File: config.mk
export PLATFORM = sky130hd
export DESIGN_NAME = kbm_ram
export DESIGN_NICKNAME = d
export VERILOG_FILES = /design/src/sv/kbm_ram.sv
export SDC_FILE = /design/constraint.sdc
export NUM_CORES = 1
export LEC_CHECK = 0
export BUFFER_PORTS_ARGS = -buffer_cell sky130_fd_sc_hd__clkbuf_2
export CAP_MARGIN = 20
export CORE_MARGIN = 3
export CORE_UTILIZATION = 55
export CTS_CLUSTER_DIAMETER = 40
export DETAILED_ROUTE_END_ITERATION = 10
export GPL_ROUTABILITY_DRIVEN = 0
export GPL_TIMING_DRIVEN = 0
export PLACE_DENSITY = 0.74
export SLEW_MARGIN = 40
export SYNTH_ARGS = -nofsm -noshare
export SYNTH_HDL_FRONTEND = slang
export SYNTH_SLANG_ARGS = --single-unit
File: constraint.sdc
create_clock -name clk -period 3.8 [get_ports clk]
set_input_delay 0.38 -clock clk [delete_from_list [all_inputs] [get_ports clk]]
set_output_delay 0.38 -clock clk [all_outputs]
set_load 0.01 [all_outputs]
File: src/sv/kbm_ram.sv
// ----------------------------------------------------------------------------
// kbm_ram
// Generic single write port, single read port RAM with registered read data.
// ----------------------------------------------------------------------------
module kbm_ram #(
  parameter int WIDTH = 8,
  parameter int DEPTH = 16
) (
  input  logic                     clk,
  input  logic                     we,
  input  logic [$clog2(DEPTH)-1:0] waddr,
  input  logic [WIDTH-1:0]         wdata,
  input  logic [$clog2(DEPTH)-1:0] raddr,
  output logic [WIDTH-1:0]         rdata_r
);

  logic [WIDTH-1:0] mem [DEPTH];

  always_ff @(posedge clk) begin
    if (we) begin
      mem[waddr] <= wdata;
    end
    rdata_r <= mem[raddr];
  end

endmodule

==> results.md <==
* Cells after Synth at 229
* Global Route Usage Sum at 20.0%
* Synth Flop Type: edfxtp_1
* H-tree depth at 4
* Fmax achieved at 647 MHz
* Routed WL per cell at 24.6 um
* Clk Latency, worst-skew pair at 0.50 ns
* IO Port Bufs at 24
* Post-Syn Area per Cell at 22.5 um^2
* Gr ovfl total at 0
* # IOs at 26
* CP endpoint kind: flop
* Synthesized net count at 247
* Ys Warns at 0
* Via Count at 2429
* Mapped cell area at 5150 um^2
* Clock tree sinks at 136
* Area Overhead vs Synth at 17.0%
* FF+latch count, synth at 136
* Top-count cell post-synth: edfxtp_1
* Crit Path Category: in2reg
* DRC viols at 0
* Vias per std cell at 6.18
* Unrepaired setup endpoints after global routing: false
* CTS Hold Bufs at 0
* Dpl hpwl at 5880 um
* First-pass GRT wire length at 14400 um
* CTS tree: yes
* PwrDens at 580 nW/um^2
* Inserted Clock Buffers at 17
* Routed wire length at 9660 um
* Starting density of the core at 57.9%
* Sequential-to-total area share from yosys stat at 77.8%
* Antenna diodes at 0
* Placement row count at 34
* Initial DRT Pass Iterations at 5
* DR iter-0 viols at 286
* Synth area leader: edfxtp_1
* CP required at 3.93 ns
* Clk slew on worst S/H paths at 0.06 ns
* Period minus WS final at 1.54 ns
* Total area of multi-input combinational cells at 1080 um^2
* Top-area cell type share of the netlist area at 74.7%
* Pleak at 2.03 nW
* Largest cells by area after synthesis: edfxtp_1 (75%), mux4_2 (7.9%), mux4_1 (7.1%)
* Number of antenna-violating nets in the routed design at 0
* Final Max Tran Viols at 0
* Number of synthesized flops with an enable pin at 128
* Die area at 10600 um^2
* Fillers at 548
* Slew HR at 44.9%
* Critical Path AT at 1.68 ns
* Hold Path Class: in2reg
* Tcrit/Tclk final at 40.7%
* Final Hold Violating Endpoints at 0
* Fin Clk Skew at 0.00928 ns
* Die Y at 103 um
* Startpoint types: primary input
* Die Width at 103 um
* Pin count of the biggest net entering global routing at 17
* Outcome: finished, final reports clean
* Initial antenna violation count at 0
* CP max FO at 8
* Reg area at 4000 um^2
* CTS root buffer: clkbuf_8
* Final setup TNS at 0 ns
* NumNets Final at 290
* Layout cell share with drive strength beyond 1 at 29.8%
* Clock Path Buffers at 2
* Cts repair resizes at 0
* Peak supply drop at 0.352 mV
* Final-report setup violation count at 0
* # Post-CTS Setup Buffers at 0
* Max_cap viols at 0
* Async S/R FF share, synth at 0%
* Vias in the first global route at 2321
* Core area at 8890 um^2
* Commonest cells in the netlist: edfxtp_1 (128), mux4_2 (18), a22oi_1 (16)
* WHS at 0.347 ns
* Library cells used by synthesis at 19
* Worst Tran Pin Value at 0.824 ns
worst paths after layout:
| kind | start | to | slack, ns | cells past startpoint |
|---|---|---|---|---|
| worst max-delay path | waddr[2] | mem[2][1] | 2.26 | 3 |
| worst min register to register | mem[11][2] | rdata_r[2] | 0.68 | 3 |
| worst min-delay path | wdata[0] | mem[8][0] | 0.35 | 1 |
| worst max register to register | mem[6][2] | rdata_r[2] | 2.42 | 3 |
cell usage in the layout (no fill, tap or decap), types with 3 or more instances in the layout:
cell type / n
nand2_1: 9
clkbuf_16: 16
buf_6: 3
nor3_2: 4
clkdlybuf4s25_2: 3
mux4_2: 18
clkbuf_2: 24
dfxtp_1: 8
a22oi_1: 16
clkinvlp_4: 3
edfxtp_1: 128
nor2_1: 13
mux4_1: 14
bufinv_16: 4
buf_2: 3
where the power goes:
| part | switching (W) | internal [W] | total, W |
|---|---|---|---|
| combinational | 0.0000956 | 0.0000664 | 0.000162 |
| sequential | 0.00000830 | 0.00168 | 0.00169 |
| clock | 0.000584 | 0.00106 | 0.00164 |
state kept, by name, summed over array words and instances (netlist names):
register / cells
mem: 128
rdata_r: 8
kinds of logic after synthesis:
| group | synth area share, % |
|---|---|
| flops | 77.8 |
| simple gates | 3.18 |
| compound gates | 2.33 |
| mux | 15.0 |
| buf+inv | 1.68 |
cell type report:
class	instances	share of cell area, %
buffer	10	1.43
clock buffer	19	7.00
clock inverter	13	2.95
multi-input combinational	83	17.9
sequential	136	66.5
tap	108	2.24
timing repair buffer	24	1.99
metrics by stage:
step	instances	instance area (um^2)	utilization, %	setup WS, ns	power [W]
after detailed placement	361	5420	61.0	1.74	0.00188
after CTS	393	6020	67.7	2.26	0.00351
after global placement	361	5400	60.8	1.38	0.00187
after global routing	393	6020	67.7	2.19	0.00359
after floorplan	229	5150	-	1.93	0.00181
final	393	6020	67.7	2.26	0.00349
critical path, cell delays in order:
cell	delay [ns]
clkbuf_2	0.10
or3b_2	0.54
nor2_1	0.65
metal layers:
layer	GRT usage (%)	vias up	share of wire (%)
met1	30.3	1243	43
met5	0	-	0
met4	6.18	0	1.6
li1	-	1060	-
met2	29.4	112	48
met3	5.14	14	7.6
Power figures use the tool's default switching activity.
