<file path="src/sv/kbm_pkg.sv">
// ----------------------------------------------------------------------------
// kbm_pkg
// Shared widths, register indexes, sequencer states and result type of the
// ranked path merge block.
// ----------------------------------------------------------------------------
package kbm_pkg;

  localparam int NUM_RATES  = 4;
  localparam int RATE_W     = 32;
  localparam int FAC_W      = 64;
  localparam int MONTH_W    = 13;
  localparam int RANK_W     = 4;
  localparam int TERM_W     = 7;
  localparam int TCNT_W     = 3;
  localparam int RANKS_W    = 5;
  localparam int CFG_IDX_W  = 3;
  localparam int CFG_DATA_W = 7;

  localparam int DEF_MAX_TERMS    = 4;
  localparam int DEF_MAX_TERM_LEN = 64;
  localparam int DEF_MAX_RANKS    = 16;
  localparam int DEF_MAX_MONTHS   = 4096;

  localparam logic [CFG_IDX_W-1:0] CFG_TERM_COUNT   = 3'd0;
  localparam logic [CFG_IDX_W-1:0] CFG_TERM_LEN_A   = 3'd1;
  localparam logic [CFG_IDX_W-1:0] CFG_TERM_LEN_B   = 3'd2;
  localparam logic [CFG_IDX_W-1:0] CFG_TERM_LEN_C   = 3'd3;
  localparam logic [CFG_IDX_W-1:0] CFG_TERM_LEN_D   = 3'd4;
  localparam logic [CFG_IDX_W-1:0] CFG_RANKS_WANTED = 3'd5;

  typedef enum logic [3:0] {
    S_IDLE,
    S_START,
    S_WRATE,
    S_HINIT,
    S_RATE,
    S_LOAD,
    S_FDATA,
    S_MHI,
    S_MCOMB,
    S_SCAN,
    S_PICK,
    S_FLUSH
  } st_t;

  typedef struct packed {
    logic [MONTH_W-1:0] month_no;
    logic [RANK_W-1:0]  rank_no;
    logic [FAC_W-1:0]   factor_total;
    logic [TERM_W-1:0]  term_taken;
    logic [RANK_W-1:0]  from_rank;
    logic               overflowed;
  } res_t;

endpackage

</file>
<file path="src/sv/kbm_mul.sv">
// ----------------------------------------------------------------------------
// kbm_mul
// Shared 32 by 32 multiplier with registered product, and the saturating
// recombination of the low and high partial products of a Q32.32 value
// times a Q2.30 factor.
// ----------------------------------------------------------------------------
module kbm_mul import kbm_pkg::*; (
  input  logic             clk,
  input  logic [31:0]      op_a,
  input  logic [31:0]      op_b,
  input  logic             hold_lo,
  output logic [FAC_W-1:0] sat_val,
  output logic             sat_ovf
);

  logic [63:0] prod_r;
  logic [63:0] lo_r;
  logic [64:0] sum;

  always_ff @(posedge clk) begin
    prod_r <= op_a * op_b;
    if (hold_lo) begin
      lo_r <= prod_r;
    end
  end

  assign sum = {1'b0, prod_r[61:0], 2'b00} + {31'd0, lo_r[63:30]};

  always_comb begin
    if (prod_r[63:62] != 2'b00 || sum[64]) begin
      sat_val = '1;
      sat_ovf = 1'b1;
    end else begin
      sat_val = sum[63:0];
      sat_ovf = 1'b0;
    end
  end

endmodule

</file>
<file path="config.mk">
export PLATFORM = sky130hd
export DESIGN_NAME = kbm_mul
export DESIGN_NICKNAME = d
export VERILOG_FILES = /design/src/sv/kbm_pkg.sv /design/src/sv/kbm_mul.sv
export SDC_FILE = /design/constraint.sdc
export NUM_CORES = 2
export LEC_CHECK = 0
export ABC_CLOCK_PERIOD_IN_PS = 27700
export BUFFER_PORTS_ARGS = -buffer_cell sky130_fd_sc_hd__buf_2
export CAP_MARGIN = 15
export CORE_UTILIZATION = 65
export CTS_CLUSTER_DIAMETER = 40
export DETAILED_ROUTE_END_ITERATION = 10
export PLACE_DENSITY = 0.89
export SLEW_MARGIN = 20
export SYNTH_ARGS = -nofsm -noshare
export SYNTH_HDL_FRONTEND = slang
export SYNTH_SLANG_ARGS = --single-unit
export TNS_END_PERCENT = 20
</file>
<file path="constraint.sdc">
create_clock -name clk -period 27.7 [get_ports clk]
set_input_delay 6.925 -clock clk [delete_from_list [all_inputs] [get_ports clk]]
set_output_delay 6.925 -clock clk [all_outputs]
set_load 0.02 [all_outputs]
</file>
==> impl_metrics.csv <==
group,metric,value,unit
synthesis,ys_top_cells_by_area,"fa_1 47%, and2_1 9.6%, ha_1 9.6%",
timing,setup_viol,0,
die,die-area,0.0602,mm2
clock_tree,cts_hold_buffers,0,
timing,rsz0062_at_grt,"false",
clock_tree,numCtsBuffers,9,
global_route,grt_pass1_wl,167,mm
detailed_routing,drt-met1-wl,36.0,mm
global_route,grtUsageTotal,0.360,
synthesis,synth_cell_types,74,
critical_path,critPathCaptureType,"flop",
placement,hpwl,80.2,mm
die,die_h,245,um
synthesis,avgSynthCellArea,9.07,um2
final_layout,syn_to_final_growth,2.63,%
clock_tree,cts_num_sinks,98,
clock_tree,clock_latency,350,ps
die,ios,131,
critical_path,crit_fanout,32,
synthesis,syn-cell-area,0.0385,mm2
detailed_routing,vias,29400,
run_status,status,"finished, final reports clean",
detailed_routing,drc,0,
placement,portBuffers,130,
clock_tree,cts.repair.resized,0,
detailed_routing,routed_via_density,5.98,
clock_tree,postCtsSetupBuffers,0,
synthesis,yosys_warnings,0,
synthesis,ys_seq_area_frac,0.0598,
timing,relSlewSlack,0.302,
global_route,antenna_found_initial,2,
timing,post-route-period-util,0.527,
timing,fin_setup_tns,0,ps
critical_path,crit_chain,"buf_2 > nand2_1 > fa_1 > inv_1 > fa_1 > inv_1 > fa_1 > inv_1 > fa_1 > fa_1 > fa_1 > fa_1 > fa_1 > ha_1 > and4_1 > nand2_1 > nor2_1 > a2111oi_0 > o21ai_0 > a21o_1 > a311oi_4 > o21ai_2 > and4_1 > a211oi_2",
critical_path,cp_slowest_stage_delay,660,ps
critical_path,cp_common_cell,"fa_1",
clock_tree,cts_buffer_depth,2,
detailed_routing,drt_iter0_markers,2430,
final_layout,nNetsFinal,5410,
timing,max_freq,0.0685,GHz
die,fp-row-count,88,
synthesis,synth_edf_count,34,
global_route,grt-ovfl-total,0,
critical_path,worstPathArrival,14870,ps
placement,dp.cells,4906,
synthesis,postSynthNetCount,5505,
critical_path,worst-r2r-setup-slack,26870,ps
min_path,hold_path_class,"reg2reg",
placement,place_congestion,0.980,
synthesis,synth_common_cells,"923 x inv_1, 897 x fa_1, 591 x and2_1",
clock_tree,clk_pin_slew,70,ps
final_layout,fin_cells,4924,
final_layout,fin_util,0.680,
synthesis,synth_top_area_frac,0.466,
die,core-area,0.0581,mm2
clock_tree,cts_htree_levels,3,
synthesis,yosysMostFrequentCell,"inv_1",
detailed_routing,avgRoutedWirePerCell,21.0,um
synthesis,ys.flop_type,"dfxtp_1",
clock_tree,cts_tree,"done",
global_route,grt_max_degree,65,
critical_path,worst_ep_required_time,27980,ps
timing,holdWs,458,ps
run,max-cap-violations,0,
synthesis,synthArstFlopShare,0,
die,initial_core_util,0.663,
timing,skew,8.02,ps
detailed_routing,routed-wl-met3,11.8,mm
synthesis,yosysTopAreaCell,"fa_1",
timing,tightest_slew,1050,ps
final_layout,final_layout_size_suffix_gt1_frac,0.0435,
critical_path,crit_type,"in2reg",
die,dieWidth,245,um
global_route,grt_pass1_vias,31900,
synthesis,synthCells,4247,
synthesis,ys_ff_latch,98,
detailed_routing,drt_first_pass_iters,5,
detailed_routing,wl_met2,48.3,mm
critical_path,start_kind,"input port",
detailed_routing,top_layer,"met5",
timing,period_minus_slack,14590,ps
critical_path,critPathSlowestCell,"buf_2",
clock_tree,cts_root_buffer,"clkbuf_16",
timing,hold_viol,0,
detailed_routing,drt-total-wl,104,mm
timing,slew_violations,0,
detailed_routing,postRouteAntennaNets,0,
==> final timing paths <==
check              from         end  cells past startpoint
max            op_b[23]  prod_r[63]                     24
min          prod_r[31]    lo_r[31]                      0
max reg2reg  prod_r[47]    lo_r[47]                      0
min reg2reg  prod_r[31]    lo_r[31]                      0
==> final cells by class <==
type / instances / area (um2)
diodes: 2 / 5.00
clock buffers: 11 / 254
clock inverters: 5 / 43.8
fillers: 4169 / 18600
inverters: 923 / 3460
multi-input cells: 2985 / 31800
flip-flops and latches: 98 / 2300
well taps: 765 / 957
repair buffers: 135 / 688
==> logic make-up after synthesis <==
kind of cell | Yosys count | synth area share
buffers and inverters | 1164 | 0.114
adders and majority gates | 1192 | 0.562
and+or+nand+nor | 1346 | 0.179
DFF | 98 | 0.0598
AOI/OAI and AO/OA | 338 | 0.0597
xor gates and xnor gates | 109 | 0.0248
==> placed cells by master, fill, tap and decap left out, types with 15 or more instances in the layout <==
| master | instances |
|---|---|
| and2_1 | 591 |
| o21bai_1 | 18 |
| a31oi_1 | 15 |
| nand2_1 | 559 |
| nand3_1 | 31 |
| a21o_1 | 57 |
| xor2_1 | 39 |
| inv_1 | 923 |
| nand4_1 | 28 |
| xnor2_1 | 70 |
| ha_1 | 295 |
| a21oi_1 | 94 |
| nor2_1 | 50 |
| o21ai_0 | 54 |
| nand2b_1 | 19 |
| fa_1 | 897 |
| edfxtp_1 | 34 |
| dfxtp_1 | 64 |
| buf_2 | 130 |
==> through the flow <==
step | instance area [um2] | worst slack (ps)
floorplan | 38500 | 13990
global placement | 39200 | 13060
detailed placement | 39200 | 12970
CTS | 39500 | 13300
global route | 39500 | 12730
finish | 39500 | 13110
==> critical path, delay by kind of cell <==
| family | cells | cell delay, ps |
|---|---|---|
| buf+inv | 4 | 820 |
| fa+ha+maj | 9 | 4620 |
| compound gates | 6 | 1620 |
| simple gates | 5 | 860 |
==> metal layers <==
layer / GRT usage / up-vias
li1: - / 12400
met1: 0.440 / 14700
met2: 0.576 / 1874
met3: 0.0931 / 489
met4: 0.214 / 2
met5: 0 / -
==> sequential cells by signal, indices dropped and copies added, names as in the netlist <==
name	count
lo_r	34
prod_r	64
Power is not shown: default switching activity piles up to over one toggle a cycle in this logic, so the estimate is an artifact.
